===== src/rtl/ckle_pkg.sv =====
`timescale 1ns / 1ps
package ckle_pkg;

    localparam int NODE_SLOTS = 16;
    localparam int SLOT_W     = (NODE_SLOTS > 1) ? $clog2(NODE_SLOTS) : 1;
    localparam int CNT_W      = $clog2(NODE_SLOTS + 1);
    localparam int KEY_W      = 32;
    localparam int OP_W       = 2;
    localparam int STATUS_W   = 2;
    localparam int ENTRIES_W  = 5;
    localparam int WIDE_W     = (CNT_W > ENTRIES_W) ? CNT_W : ENTRIES_W;
    localparam int NODE_W     = KEY_W + SLOT_W;

    typedef enum logic [OP_W-1:0] {
        OP_ADD    = 2'd0,
        OP_DELETE = 2'd1,
        OP_CLEAR  = 2'd2
    } t_op;

    typedef enum logic [STATUS_W-1:0] {
        ST_DONE    = 2'd0,
        ST_FULL    = 2'd1,
        ST_MISSING = 2'd2
    } t_status;

    typedef enum logic [2:0] {
        S_IDLE,
        S_ADD_LINK,
        S_ADD_HEAD,
        S_WALK,
        S_LAST
    } t_state;

    typedef struct packed {
        logic signed [KEY_W-1:0]  key;
        logic        [SLOT_W-1:0] link;
    } t_node;

endpackage


===== src/rtl/ckle_ram.sv =====
`timescale 1ns / 1ps
module ckle_ram #(
    parameter int WIDTH = 8,
    parameter int DEPTH = 16
) (
    input  logic                             i_clk,
    input  logic                             i_we,
    input  logic [$clog2(DEPTH > 1 ? DEPTH : 2)-1:0] i_wr_addr,
    input  logic [WIDTH-1:0]                 i_wr_data,
    input  logic [$clog2(DEPTH > 1 ? DEPTH : 2)-1:0] i_rd_addr,
    output logic [WIDTH-1:0]                 o_rd_data
);

    logic [WIDTH-1:0] r_mem [DEPTH];
    logic [WIDTH-1:0] r_q;

    always_ff @(posedge i_clk) begin
        if (i_we) begin
            r_mem[i_wr_addr] <= i_wr_data;
        end
        r_q <= r_mem[i_rd_addr];
    end

    assign o_rd_data = r_q;

endmodule


===== src/rtl/circular_key_list_engine.sv =====
`timescale 1ns / 1ps
// Circular list of signed keys held in a single node memory (key and link per
// slot) with a free map in flip-flops. A transaction is taken when start is
// high and busy is low; its result appears on o_status and o_entries for
// exactly one cycle with o_strobe, and the receiver cannot stall it, so it
// must take every strobed result. Clear, the unused code, an add to a full
// store and a delete on an empty list give their result in the cycle after
// start without raising busy; an add to an empty list does the same. An add
// to a non-empty list reads the head, writes the new node, then relinks the
// head. A delete reads one node per cycle from the head until a match or
// until the walk comes back to the head (a miss); removing the head of a
// list with more than one node walks on to the last node to relink it. The
// node memory has a single read port, walked one link per cycle.
module circular_key_list_engine (
    input  logic                                  i_clk,
    input  logic                                  i_rst_n,
    input  logic                                  start,
    output logic                                  busy,
    input  logic [ckle_pkg::OP_W-1:0]             i_operation,
    input  logic signed [ckle_pkg::KEY_W-1:0]     i_key,
    output logic                                  o_strobe,
    output logic [ckle_pkg::STATUS_W-1:0]         o_status,
    output logic [ckle_pkg::ENTRIES_W-1:0]        o_entries
);

    ckle_pkg::t_state                      r_state, n_state;
    logic [ckle_pkg::NODE_SLOTS-1:0]       r_free, n_free;
    logic [ckle_pkg::SLOT_W-1:0]           r_head, n_head;
    logic                                  r_empty, n_empty;
    logic [ckle_pkg::CNT_W-1:0]            r_count, n_count;
    logic signed [ckle_pkg::KEY_W-1:0]     r_key, n_key;
    logic [ckle_pkg::SLOT_W-1:0]           r_slot, n_slot;
    logic [ckle_pkg::SLOT_W-1:0]           r_cur, n_cur;
    logic [ckle_pkg::SLOT_W-1:0]           r_before, n_before;
    logic signed [ckle_pkg::KEY_W-1:0]     r_prev_key, n_prev_key;
    logic [ckle_pkg::SLOT_W-1:0]           r_nxt, n_nxt;
    logic                                  r_strobe, n_strobe;
    ckle_pkg::t_status                     r_status, n_status;
    logic [ckle_pkg::ENTRIES_W-1:0]        r_entries;

    logic [ckle_pkg::SLOT_W-1:0]           w_free_slot;
    logic [ckle_pkg::WIDE_W-1:0]           w_count_wide;
    logic                                  w_we;
    logic [ckle_pkg::SLOT_W-1:0]           w_wr_addr;
    logic [ckle_pkg::SLOT_W-1:0]           w_rd_addr;
    ckle_pkg::t_node                       w_wr_node;
    ckle_pkg::t_node                       w_rd_node;
    logic [ckle_pkg::NODE_W-1:0]           w_rd_data;

    function automatic logic [ckle_pkg::SLOT_W-1:0] f_lowest(
        input logic [ckle_pkg::NODE_SLOTS-1:0] v
    );
        logic [ckle_pkg::SLOT_W-1:0] s;
        s = '0;
        for (int i = ckle_pkg::NODE_SLOTS - 1; i >= 0; i--) begin
            if (v[i]) begin
                s = ckle_pkg::SLOT_W'(i);
            end
        end
        return s;
    endfunction

    assign w_free_slot = f_lowest(r_free);
    assign w_rd_node   = ckle_pkg::t_node'(w_rd_data);

    // Every write lands before any later read of that node whose data is used,
    // because each state issues its reads only after the previous write.
    ckle_ram #(
        .WIDTH (ckle_pkg::NODE_W),
        .DEPTH (ckle_pkg::NODE_SLOTS)
    ) u_nodes (
        .i_clk     (i_clk),
        .i_we      (w_we),
        .i_wr_addr (w_wr_addr),
        .i_wr_data (w_wr_node),
        .i_rd_addr (w_rd_addr),
        .o_rd_data (w_rd_data)
    );

    always_ff @(posedge i_clk) begin
        if (!i_rst_n) begin
            r_state  <= ckle_pkg::S_IDLE;
            r_free   <= '1;
            r_head   <= '0;
            r_empty  <= 1'b1;
            r_count  <= '0;
            r_strobe <= 1'b0;
        end else begin
            r_state  <= n_state;
            r_free   <= n_free;
            r_head   <= n_head;
            r_empty  <= n_empty;
            r_count  <= n_count;
            r_strobe <= n_strobe;
        end
    end

    always_ff @(posedge i_clk) begin
        r_key      <= n_key;
        r_slot     <= n_slot;
        r_cur      <= n_cur;
        r_before   <= n_before;
        r_prev_key <= n_prev_key;
        r_nxt      <= n_nxt;
        r_status   <= n_status;
        if (n_strobe) begin
            r_entries <= w_count_wide[ckle_pkg::ENTRIES_W-1:0];
        end
    end

    assign w_count_wide = ckle_pkg::WIDE_W'(n_count);

    always_comb begin
        n_state    = r_state;
        n_free     = r_free;
        n_head     = r_head;
        n_empty    = r_empty;
        n_count    = r_count;
        n_key      = r_key;
        n_slot     = r_slot;
        n_cur      = r_cur;
        n_before   = r_before;
        n_prev_key = r_prev_key;
        n_nxt      = r_nxt;
        n_strobe   = 1'b0;
        n_status   = r_status;
        w_rd_addr  = r_cur;
        w_we       = 1'b0;
        w_wr_addr  = r_slot;
        w_wr_node  = '0;
        case (r_state)
            ckle_pkg::S_IDLE: begin
                if (start) begin
                    n_key = i_key;
                    case (ckle_pkg::t_op'(i_operation))
                        ckle_pkg::OP_ADD: begin
                            if (~|r_free) begin
                                n_strobe = 1'b1;
                                n_status = ckle_pkg::ST_FULL;
                            end else if (r_empty) begin
                                // The first node becomes the head and links to itself.
                                w_we           = 1'b1;
                                w_wr_addr      = w_free_slot;
                                w_wr_node.key  = i_key;
                                w_wr_node.link = w_free_slot;
                                n_head         = w_free_slot;
                                n_empty        = 1'b0;
                                n_free[w_free_slot] = 1'b0;
                                n_count        = r_count + ckle_pkg::CNT_W'(1);
                                n_strobe       = 1'b1;
                                n_status       = ckle_pkg::ST_DONE;
                            end else begin
                                n_slot    = w_free_slot;
                                w_rd_addr = r_head;
                                n_state   = ckle_pkg::S_ADD_LINK;
                            end
                        end
                        ckle_pkg::OP_DELETE: begin
                            if (r_empty) begin
                                n_strobe = 1'b1;
                                n_status = ckle_pkg::ST_MISSING;
                            end else begin
                                n_cur     = r_head;
                                w_rd_addr = r_head;
                                n_state   = ckle_pkg::S_WALK;
                            end
                        end
                        ckle_pkg::OP_CLEAR: begin
                            n_free   = '1;
                            n_head   = '0;
                            n_empty  = 1'b1;
                            n_count  = '0;
                            n_strobe = 1'b1;
                            n_status = ckle_pkg::ST_DONE;
                        end
                        default: begin
                            n_strobe = 1'b1;
                            n_status = ckle_pkg::ST_DONE;
                        end
                    endcase
                end
            end
            ckle_pkg::S_ADD_LINK: begin
                // The new node takes over the head's successor.
                n_prev_key     = w_rd_node.key;
                w_we           = 1'b1;
                w_wr_addr      = r_slot;
                w_wr_node.key  = r_key;
                w_wr_node.link = w_rd_node.link;
                n_state        = ckle_pkg::S_ADD_HEAD;
            end
            ckle_pkg::S_ADD_HEAD: begin
                w_we           = 1'b1;
                w_wr_addr      = r_head;
                w_wr_node.key  = r_prev_key;
                w_wr_node.link = r_slot;
                n_free[r_slot] = 1'b0;
                n_count        = r_count + ckle_pkg::CNT_W'(1);
                n_strobe       = 1'b1;
                n_status       = ckle_pkg::ST_DONE;
                n_state        = ckle_pkg::S_IDLE;
            end
            ckle_pkg::S_WALK: begin
                if (w_rd_node.key == r_key) begin
                    n_free[r_cur] = 1'b1;
                    n_count       = r_count - ckle_pkg::CNT_W'(1);
                    if (w_rd_node.link == r_cur) begin
                        // Only node in the list.
                        n_empty  = 1'b1;
                        n_head   = '0;
                        n_strobe = 1'b1;
                        n_status = ckle_pkg::ST_DONE;
                        n_state  = ckle_pkg::S_IDLE;
                    end else if (r_cur == r_head) begin
                        // Removing the head: walk on to find the last node.
                        n_nxt     = w_rd_node.link;
                        n_cur     = w_rd_node.link;
                        w_rd_addr = w_rd_node.link;
                        n_state   = ckle_pkg::S_LAST;
                    end else begin
                        w_we           = 1'b1;
                        w_wr_addr      = r_before;
                        w_wr_node.key  = r_prev_key;
                        w_wr_node.link = w_rd_node.link;
                        n_strobe       = 1'b1;
                        n_status       = ckle_pkg::ST_DONE;
                        n_state        = ckle_pkg::S_IDLE;
                    end
                end else if (w_rd_node.link == r_head) begin
                    n_strobe = 1'b1;
                    n_status = ckle_pkg::ST_MISSING;
                    n_state  = ckle_pkg::S_IDLE;
                end else begin
                    n_before   = r_cur;
                    n_prev_key = w_rd_node.key;
                    n_cur      = w_rd_node.link;
                    w_rd_addr  = w_rd_node.link;
                end
            end
            ckle_pkg::S_LAST: begin
                if (w_rd_node.link == r_head) begin
                    w_we           = 1'b1;
                    w_wr_addr      = r_cur;
                    w_wr_node.key  = w_rd_node.key;
                    w_wr_node.link = r_nxt;
                    n_head         = r_nxt;
                    n_strobe       = 1'b1;
                    n_status       = ckle_pkg::ST_DONE;
                    n_state        = ckle_pkg::S_IDLE;
                end else begin
                    n_cur     = w_rd_node.link;
                    w_rd_addr = w_rd_node.link;
                end
            end
            default: begin
                n_state = ckle_pkg::S_IDLE;
            end
        endcase
    end

    assign busy      = (r_state != ckle_pkg::S_IDLE);
    assign o_strobe  = r_strobe;
    assign o_status  = r_status;
    assign o_entries = r_entries;

    // A result is only ever strobed while the engine is idle.
    a_strobe_idle: assert property (@(posedge i_clk) disable iff (!i_rst_n)
        o_strobe |-> !busy)
        else $error("result strobed while a transaction is still in progress");

    a_empty_consistent: assert property (@(posedge i_clk) disable iff (!i_rst_n)
        r_empty |-> (r_count == '0 && (&r_free)))
        else $error("empty list with nodes still allocated");

    a_count_matches_map: assert property (@(posedge i_clk) disable iff (!i_rst_n)
        r_count == ckle_pkg::CNT_W'(ckle_pkg::NODE_SLOTS - $countones(r_free)))
        else $error("entry count disagrees with the free map");

    a_clear_result: assert property (@(posedge i_clk) disable iff (!i_rst_n)
        (start && !busy && i_operation == ckle_pkg::OP_CLEAR)
            |=> (o_strobe && o_entries == '0 && o_status == ckle_pkg::ST_DONE))
        else $error("clear did not report an empty list");

    a_write_in_transaction: assert property (@(posedge i_clk) disable iff (!i_rst_n)
        w_we |-> (busy || start))
        else $error("node memory written outside a transaction");

endmodule

===== config.mk =====
export PLATFORM = sky130hd
export DESIGN_NAME = circular_key_list_engine
export DESIGN_NICKNAME = d
export VERILOG_FILES = /design/src/rtl/ckle_pkg.sv /design/src/rtl/ckle_ram.sv /design/src/rtl/circular_key_list_engine.sv
export SDC_FILE = /design/constraint.sdc
export NUM_CORES = 1
export LEC_CHECK = 0
export ABC_AREA = 1
export BUFFER_PORTS_ARGS = -buffer_cell sky130_fd_sc_hd__buf_4
export CAP_MARGIN = 10
export CORE_MARGIN = 3
export CORE_UTILIZATION = 25
export DETAILED_ROUTE_END_ITERATION = 12
export PLACE_DENSITY = 0.42
export SLEW_MARGIN = 40
export SYNTH_ARGS = -nofsm -noshare
export SYNTH_HDL_FRONTEND = slang
export SYNTH_SLANG_ARGS = --single-unit

===== constraint.sdc =====
create_clock -name i_clk -period 3.8 [get_ports i_clk]
set_clock_uncertainty 0.05 [all_clocks]
set_input_delay 0.19 -clock i_clk [delete_from_list [all_inputs] [get_ports i_clk]]
set_output_delay 0.19 -clock i_clk [all_outputs]
set_load 0.02 [all_outputs]

==> results of run 1 <==
-- critical path, stage by stage, from the launching register on --
cell,delay (ps)
edfxtp_1,400
inv_1,70
nand2_1,40
nand2_1,50
nand2_1,60
nor2_1,130
nand2_2,200
nor2_1,260
nand2_2,160
nand2_2,130
o21ai_0,130
or2_2,300
a21oi_1,140
nand2_1,100
nand2_1,90
nand2_1,270
nor2_4,240
buf_4,320
-- layer usage --
layer | track usage | share of wire | vias up
met5 | 0 | 0 | -
met4 | 0.0417 | 0.022 | 0
met3 | 0.0340 | 0.067 | 136
met2 | 0.234 | 0.43 | 631
met1 | 0.232 | 0.48 | 11800
li1 | - | - | 11600
-- report_power, final --
group	switching [mW]	internal (mW)	total, mW
Clock	3.43	4.79	8.22
Combinational	2.94	1.36	4.30
Sequential	0.266	9.20	9.47
Total	6.64	15.3	22.0
-- stage by stage --
step | power [mW] | worst slack [ps]
after detailed placement | 13.9 | 235
after CTS | 22.3 | 216
after floorplan | 12.1 | -103
after global placement | 14.0 | 227
after global routing | 23.1 | 12.3
final | 22.0 | 277
-- repair_timing --
item / 4_1_cts / 5_1_grt
hold buffers: 36 / 0
gates resized for setup: 0 / 2
hold endpoints to repair: 53 / 0
endpoints found under the setup margin: 0 / 390
-- how the worst max path moves through the flow --
stage | cells after the start | endpoint
CTS | 17 | u_nodes.r_mem[2][29]
detailed placement | 17 | u_nodes.r_mem[2][30]
floorplan | 14 | u_nodes.r_mem[10][0]
global route | 16 | u_nodes.r_mem[5][24]
finish | 17 | u_nodes.r_mem[2][6]
global placement | 17 | u_nodes.r_mem[2][30]
-- logic make-up (layout without fill, tap and decap cells) --
logic type	Yosys count	count (layout)
AO/OA/AOI/OAI	181	181
adder cells (fa/ha/maj)	2	2
buffers and inverters	686	897
AND/OR/NAND/NOR	1747	1747
flip-flops	729	729
other	0	3
XOR/XNOR	23	23
-- flip-flops by register name, indices dropped and copies added (netlist names) --
register	cells
r_slot	4
r_cur	4
r_prev_key	32
r_key	32
r_empty	1
o_status	2
u_nodes.r_mem	576
r_state	3
r_before	4
r_free	16
r_count	5
o_strobe	1
r_head	4
r_nxt	4
o_entries	5
u_nodes.o_rd_data	36
-- cell type report --
class                   count  area, µm²
multi-input cells        1953       9470
clock inverters            48        468
diodes                      3       7.51
fillers                 13700      91700
well taps                1755       2200
repair buffers            228       2460
flip-flops and latches    729      21200
clock buffers             111       2320
inverters                 510       1920
-- cells in the final DEF, fill, tap and decap left out, types with 23 or more instances in the layout --
| cell type | n |
|---|---|
| nand2_1 | 788 |
| nand3_1 | 706 |
| edfxtp_1 | 663 |
| inv_1 | 492 |
| buf_4 | 139 |
| clkbuf_16 | 87 |
| nand3b_1 | 85 |
| nor2_1 | 84 |
| a21oi_1 | 69 |
| dfxtp_1 | 66 |
| buf_12 | 52 |
| o21ai_0 | 47 |
| dlygate4sd3_1 | 36 |
| nand4_1 | 29 |
| nor2_4 | 24 |
| clkinv_1 | 23 |
==> impl_metrics.tcl, run 1 <==
set metrics [dict create \
    finalMaxSlewViolations 0 \
    post-dp-hpwl_um 67100 \
    routed_wl_um 110000 \
    holdPathEnd "r_key[8]" \
    grt.total_usage 0.158 \
    hp-class "input port to register" \
    layout-drive-gt1-share 0.105 \
    die_area_um2 138000 \
    gr-total-overflow 0 \
    synth.top_cell.area_share 0.598 \
    core_um2 132000 \
    drt_pass1_iterations 5 \
    synth_xor_area_frac 0.00605 \
    worstHoldStart "i_key[8]" \
    ir_drop_v 0.000347 \
    ant_nets 0 \
    clk_path_buf_depth 3 \
    grt_antenna_before_repair 6 \
    synth_area_leaders "edfxtp_1, nand3_1, nand2_1, inv_1, dfxtp_1" \
    layout.nets 3547 \
    drt-initial-drc-count 2070 \
    synth_top_family_by_area "simple AND/OR/NAND/NOR gates" \
    worst-r2r-setup-slack_ps 280 \
    leakage_nw 16.2 \
    synth_mux_area_frac 0 \
    drc 0 \
    htreeDepth 3 \
    ys_seq_area_frac 0.638 \
    ys_types 43 \
    rsz0062_at_grt "false" \
    start_kind "register" \
    initial_core_util 0.253 \
    insertion_delay_ps 680 \
    cts_buffers 86 \
    synthToLayoutAreaGrowth_pct 20.4 \
    vias_per_cell 4.54 \
    grt_pass1_vias 23300 \
    dr_total_vias 24200 \
    hold_violations 0 \
    dp.cells 5139 \
    synthSimpleGateAreaFrac 0.239 \
    syn_nets 3407 \
    synth_edf_count 663 \
    ys_seq_elements 729 \
    period_share 0.927 \
    slew_headroom 0.455 \
    critPathKind "register to register" \
    gp_congestion 0.863 \
    fin_area_um2 40100 \
    synth_compound_area_frac 0.0324 \
    final_util 0.304 \
    dpl-instance-area_um2 36900 \
    hold_depth 2 \
    rr_startpoint "r_key[26]" \
    port_buffers 45 \
    synth.most_common_cell "nand2_1" \
    reg2reg_depth 17 \
    finalSetupViolations 0 \
    syn_area_um2 33300 \
    fmax_mhz 284 \
    fin_setup_tns_ps 0 \
    worstMarginPinSlew_ps 815 \
    synthTopCellsByCount "nand2_1, nand3_1, edfxtp_1, inv_1, nor2_1" \
    die_x_um 371 \
    crit_fanout 17 \
    end_kind "register" \
    status "finished, final reports clean" \
    grt_max_degree 92 \
    synth_top_flop_cell "edfxtp_1" \
    yosysTopAreaCell "edfxtp_1" \
    core.rowCount 133 \
    fp.dieH_um 371 \
    maxCapViolCount 0 \
    syn_avg_cell_area_um2 9.88 \
    grt_pass1_wl_um 161000 \
    ioPinCount 46 \
    async_flop_share 0 \
    yosys_warnings 0 \
    cts_root_buf "clkbuf_16" \
    instances_no_fill 5337 \
    synthAdderAreaFrac 0.000752 \
    cts.sinks 729 \
    arrival_ps 3810 \
    critical_path.startpoint "r_key[26]" \
    tritoncts "done" \
    powerDensity_nw_per_um2 549 \
    holdWs_ps 196 \
    crit_required_ps 4090 \
    clk_pin_slew_worst_paths_ps 60 \
    rr_endpoint "u_nodes.r_mem[2][6]" \
    routedWlPerCell_um 20.5 \
    synthCells 3368 \
    period_needed_ps 3520 \
    post_cts_buffers 0 \
]
(Power assumes the default switching activity.)
==> run 2: changes to the inputs <==
--- a/config.mk
+++ b/config.mk
@@ -6,12 +6,14 @@
 export NUM_CORES = 1
 export LEC_CHECK = 0
 export ABC_AREA = 1
-export BUFFER_PORTS_ARGS = -buffer_cell sky130_fd_sc_hd__buf_4
+export BUFFER_PORTS_ARGS = -buffer_cell sky130_fd_sc_hd__buf_2
 export CAP_MARGIN = 10
+export CELL_PAD_IN_SITES_DETAIL_PLACEMENT = 1
+export CELL_PAD_IN_SITES_GLOBAL_PLACEMENT = 1
 export CORE_MARGIN = 3
 export CORE_UTILIZATION = 25
 export DETAILED_ROUTE_END_ITERATION = 12
-export PLACE_DENSITY = 0.42
+export PLACE_DENSITY = 0.49
 export SLEW_MARGIN = 40
 export SYNTH_ARGS = -nofsm -noshare
 export SYNTH_HDL_FRONTEND = slang
==> impl_metrics.tcl, run 2 (synthesis results as in run 1) <==
set metrics [dict create \
    final_common_cell "nand2_1" \
    die_area_um2 138000 \
    grt.total_usage 0.171 \
    post-dp-hpwl_um 75000 \
    post_cts_buffers 0 \
    hold_depth 4 \
    start_kind "register" \
    worstHoldStart "i_operation[0]" \
    dp_slack_ps 196 \
    ant_nets 0 \
    grt_pass1_wl_um 176000 \
    setup_slack_ps 283 \
    slew_headroom 0.498 \
    leakage_nw 16.5 \
    fp.dieH_um 371 \
    fmax_mhz 284 \
    dp.cells 5190 \
    power_frac_comb 0.201 \
    worst-r2r-setup-slack_ps 280 \
    core.rowCount 133 \
    regMostFlops "u_nodes.r_mem" \
    finalMaxSlewViolations 0 \
    grt_antenna_before_repair 6 \
    period_share 0.926 \
    routed_wl_um 118000 \
    grt_max_degree 90 \
    worstMarginPinSlew_ps 750 \
    rr_startpoint "r_free[4]" \
    tritoncts "done" \
    maxCapViolCount 0 \
    crit_fanout 28 \
    power.total_mw 22.5 \
    end_kind "register" \
    clk_pin_slew_worst_paths_ps 60 \
    rsz0062_at_grt "false" \
    synthToLayoutAreaGrowth_pct 21.6 \
    crit_required_ps 4080 \
    rr_endpoint "u_nodes.r_mem[11][19]" \
    cts.sinks 729 \
    core_um2 132000 \
    drt-initial-drc-count 1677 \
    port_buffers 45 \
    insertion_delay_ps 670 \
    final-seq-area_um2 21200 \
    status "finished, final reports clean" \
    netSwitchingFraction 0.304 \
    powerDensity_nw_per_um2 556 \
    layout-drive-gt1-share 0.118 \
    drc 0 \
    cts_buffers 87 \
    clk_path_buf_depth 3 \
    reg2reg_depth 14 \
    fillers 14900 \
    routedWlPerCell_um 22.0 \
    most-common-layout-cells "nand2_1, nand3_1, edfxtp_1" \
    arrival_ps 3790 \
    p_int_mw 15.7 \
    ioPinCount 46 \
    die_x_um 371 \
    drt_pass1_iterations 6 \
    p_clk_frac 0.374 \
    instances_no_fill 5384 \
    gr-total-overflow 0 \
    hold_violations 0 \
    initial_core_util 0.253 \
    hp-class "input port to register" \
    cts_root_buf "clkbuf_16" \
    grt_pass1_vias 25600 \
    ir_drop_v 0.000326 \
    largest_reg_flops 576 \
    holdPathEnd "o_status[0]" \
    seqPwrFrac 0.424 \
    critPathKind "register to register" \
    htreeDepth 3 \
    fin_setup_tns_ps 0 \
    p_sw_mw 6.84 \
    multi_input_area_um2 9470 \
    antennaDiodeCount 0 \
    vias_per_cell 4.63 \
    final_util 0.307 \
    layout.nets 3598 \
    dr_total_vias 24900 \
    period_needed_ps 3520 \
    finalSetupViolations 0 \
    gp_congestion 0.826 \
]
-- run 2: changes by cell type in the layout (fill, tap and decap cells not counted), sizes merged --
cell	before	now
clkinvlp	3	0
buf	192	243
dlygate4sd3	36	35
diode	3	0
clkbuf	111	118
inv	509	508
bufinv	7	9
clkinv	39	34
-- run 2: final cells by class --
type,instances,share of cell area
Clock buffer,118,0.0585
Clock inverter,41,0.0118
Sequential cell,729,0.525
Multi-Input combinational cell,1953,0.234
Inverter,510,0.0475
Timing Repair Buffer,278,0.0692
Tap cell,1755,0.0543
-- run 2: timing repair --
action | 4_1_cts | 5_1_grt
hold buffers | 35 | 0
resized for setup | 0 | 4
hold endpoints to repair | 47 | 0
setup endpoints to repair | 0 | 491
-- run 2: how the worst max path moves through the flow --
stage	from	end	cells after the start
after floorplan	r_key[0]	u_nodes.r_mem[10][0]	14
after global placement	u_nodes.o_rd_data[18]	u_nodes.o_rd_data[31]	19
after detailed placement	u_nodes.o_rd_data[26]	u_nodes.o_rd_data[31]	20
after CTS	u_nodes.o_rd_data[18]	u_nodes.o_rd_data[31]	19
after global routing	r_free[4]	u_nodes.r_mem[5][1]	16
final	r_free[4]	u_nodes.r_mem[11][19]	14
-- run 2: worst max-delay path: stages (launching register included) --
cell and delay (ps):
dfxtp_1 330, nor2_1 220, nand3_1 130, nor2_2 220, nand2_1 190, nand2_1 180, nor2_1 80, nand2_1 150
nand2_1 70, a21oi_1 240, a21oi_1 110, nand4_1 200, nand3_1 400, nor2_4 270, buf_12 270
-- run 2: metal layers --
| layer | vias to the layer above | track usage | share of wire |
|---|---|---|---|
| met5 | - | 0 | 0 |
| li1 | 11700 | - | - |
| met2 | 460 | 0.272 | 0.45 |
| met4 | 0 | 0.0385 | 0.016 |
| met1 | 12600 | 0.247 | 0.49 |
| met3 | 128 | 0.0213 | 0.041 |
-- run 2: per-stage QoR --
| stage | cell area (µm²) | hold slack (ps) |
|---|---|---|
| 3_3_place_gp | 37300 | 337 |
| 5_1_grt | 40500 | 90.4 |
| 6_report | 40500 | 58.1 |
| 3_5_place_dp | 37300 | 337 |
| 4_1_cts | 40500 | 7.32 |
| 2_1_floorplan | 33300 | 239 |
-- run 2: power by group through the flow --
stage          combinational [mW]  clock (mW)  sequential (mW)
5_1_grt                      5.02        9.02             9.60
4_1_cts                      4.61        8.69             9.55
3_3_place_gp                 4.56           0             9.71
3_5_place_dp                 4.56           0             9.72
2_1_floorplan                2.51           0             9.55
6_report                     4.53        8.43             9.55
==> run 3: changes to the inputs <==
--- a/config.mk
+++ b/config.mk
@@ -13,6 +13,7 @@
 export CORE_MARGIN = 3
 export CORE_UTILIZATION = 25
 export DETAILED_ROUTE_END_ITERATION = 12
+export HOLD_SLACK_MARGIN = 0.06
 export PLACE_DENSITY = 0.49
 export SLEW_MARGIN = 40
 export SYNTH_ARGS = -nofsm -noshare
==> impl_metrics.tcl, run 3 (synthesis results as in run 1) <==
set metrics [dict create \
    core.rowCount 133 \
    worst_path_max_delay_cell "nand3_1" \
    worst-r2r-setup-slack_ps 280 \
    dp_slack_ps 196 \
    drc 0 \
    port_buffers 45 \
    post-dp-hpwl_um 75000 \
    most-common-layout-cells "nand2_1, nand3_1, edfxtp_1" \
    drt_pass1_iterations 6 \
    die_area_um2 138000 \
    grt_antenna_before_repair 6 \
    ioPinCount 46 \
    finalSetupViolations 0 \
    leakage_nw 16.5 \
    instances_no_fill 5387 \
    cts_buffers 87 \
    crit_end "u_nodes.r_mem[11][19]" \
    fp.dieH_um 371 \
    maxCapViolCount 0 \
    reg2reg_depth 14 \
    grt_max_degree 90 \
    dr_total_vias 25000 \
    critPathKind "register to register" \
    ant_nets 0 \
    use_met3 0.0213 \
    initial_core_util 0.253 \
    arrival_ps 3790 \
    crit_required_ps 4080 \
    end_kind "register" \
    insertion_delay_ps 660 \
    largest_reg_flops 576 \
    period_share 0.925 \
    period_needed_ps 3520 \
    routed_wl_um 118000 \
    htreeDepth 3 \
    rsz0062_at_grt "false" \
    cts_root_buf "clkbuf_16" \
    cp_common_cell "nand2_1" \
    regMostFlops "u_nodes.r_mem" \
    setup_slack_ps 284 \
    gr-max-usage-layer "met2" \
    grtUsageMet1 0.247 \
    path_cells "nor2_1 > nand3_1 > nor2_2 > nand2_1 > nand2_1 > nor2_1 > nand2_1 > nand2_1 > a21oi_1 > a21oi_1 > nand4_1 > nand3_1 > nor2_4 > buf_12" \
    layout.nets 3599 \
    crit_fanout 28 \
    start_kind "register" \
    grt_use_met2 0.272 \
    tritoncts "done" \
    grt_pass1_wl_um 176000 \
    clk_pin_slew_worst_paths_ps 60 \
    status "finished, final reports clean" \
    drt-initial-drc-count 1680 \
    slew_headroom 0.495 \
    rr_endpoint "u_nodes.r_mem[11][19]" \
    final_common_cell "nand2_1" \
    gp_congestion 0.826 \
    clk_path_buf_depth 3 \
    powerDensity_nw_per_um2 556 \
    critical_path.startpoint "r_free[4]" \
    rr_startpoint "r_free[4]" \
    fin_area_um2 40500 \
    grt_pass1_vias 25700 \
    cp_top_family "simple AND/OR/NAND/NOR gates" \
    dp.cells 5190 \
    synthToLayoutAreaGrowth_pct 21.6 \
    fmax_mhz 284 \
    power.total_mw 22.5 \
    core_um2 132000 \
    critPathBufInv 1 \
    grt.total_usage 0.171 \
    cp.depth 14 \
    cts.sinks 729 \
    crit_path_max_incr_delay_ps 400 \
    hold_violations 0 \
    finalMaxSlewViolations 0 \
    routedWlPerCell_um 22.0 \
    holdWs_ps 207 \
    hp-class "input port to register" \
    dpl-instance-area_um2 37300 \
    vias_per_cell 4.63 \
    worstMarginPinSlew_ps 753 \
    ir_drop_v 0.000326 \
    gr-total-overflow 0 \
    die_x_um 371 \
    layout-drive-gt1-share 0.118 \
]
==> run 3: cell types whose count changed in the layout (fill, tap and decap cells not counted), sizes merged <==
cell	before	now
diode	0	2
dlygate4sd3	35	36
==> run 3: layout make-up <==
type	instances	area (µm²)
Inverter	510	1920
Sequential cell	729	21200
Clock inverter	41	478
Fill cell	14900	91300
Multi-Input combinational cell	1953	9470
Tap cell	1755	2200
Clock buffer	118	2370
Timing Repair Buffer	279	2810
Antenna cell	2	5.00
==> run 3: worst min path at each step <==
stage                      endpoint  cells past startpoint  slack (ps)      start
final                     r_key[22]                      2         210  i_key[22]
after global routing      r_key[24]                      2         190  i_key[24]
after CTS                 r_key[22]                      2         150  i_key[22]
after detailed placement   r_key[2]                      1         340   i_key[2]
after global placement     r_key[2]                      1         340   i_key[2]
after floorplan            r_key[0]                      0         240   i_key[0]
==> run 3: repair_timing <==
item                       CTS  global route
setup buffers                0             0
setup endpoints to repair    0           491
hold buffers                36             0
resized for setup            0             4
hold endpoints to repair   143             0
==> run 3: where the power goes <==
part / switching, mW / total [mW] / internal (mW)
clock network: 3.45 / 8.43 / 4.98
logic: 3.04 / 4.53 / 1.49
registers: 0.347 / 9.55 / 9.21
total: 6.84 / 22.5 / 15.7
==> run 3: through the flow <==
stage / TNS [ps] / util
2_1_floorplan: -53960 / -
3_3_place_gp: 0 / 0.283
3_5_place_dp: 0 / 0.283
4_1_cts: 0 / 0.307
5_1_grt: 0 / 0.307
6_report: 0 / 0.307
==> run 3: per-layer routing <==
metal  vias up  part of all wire  routed length [µm]
met4         0             0.015                1820
met1     12600              0.49               57800
met5         -                 0                   0
li1      11700                 -                   -
met2       469              0.45               53800
met3       124             0.042                4940
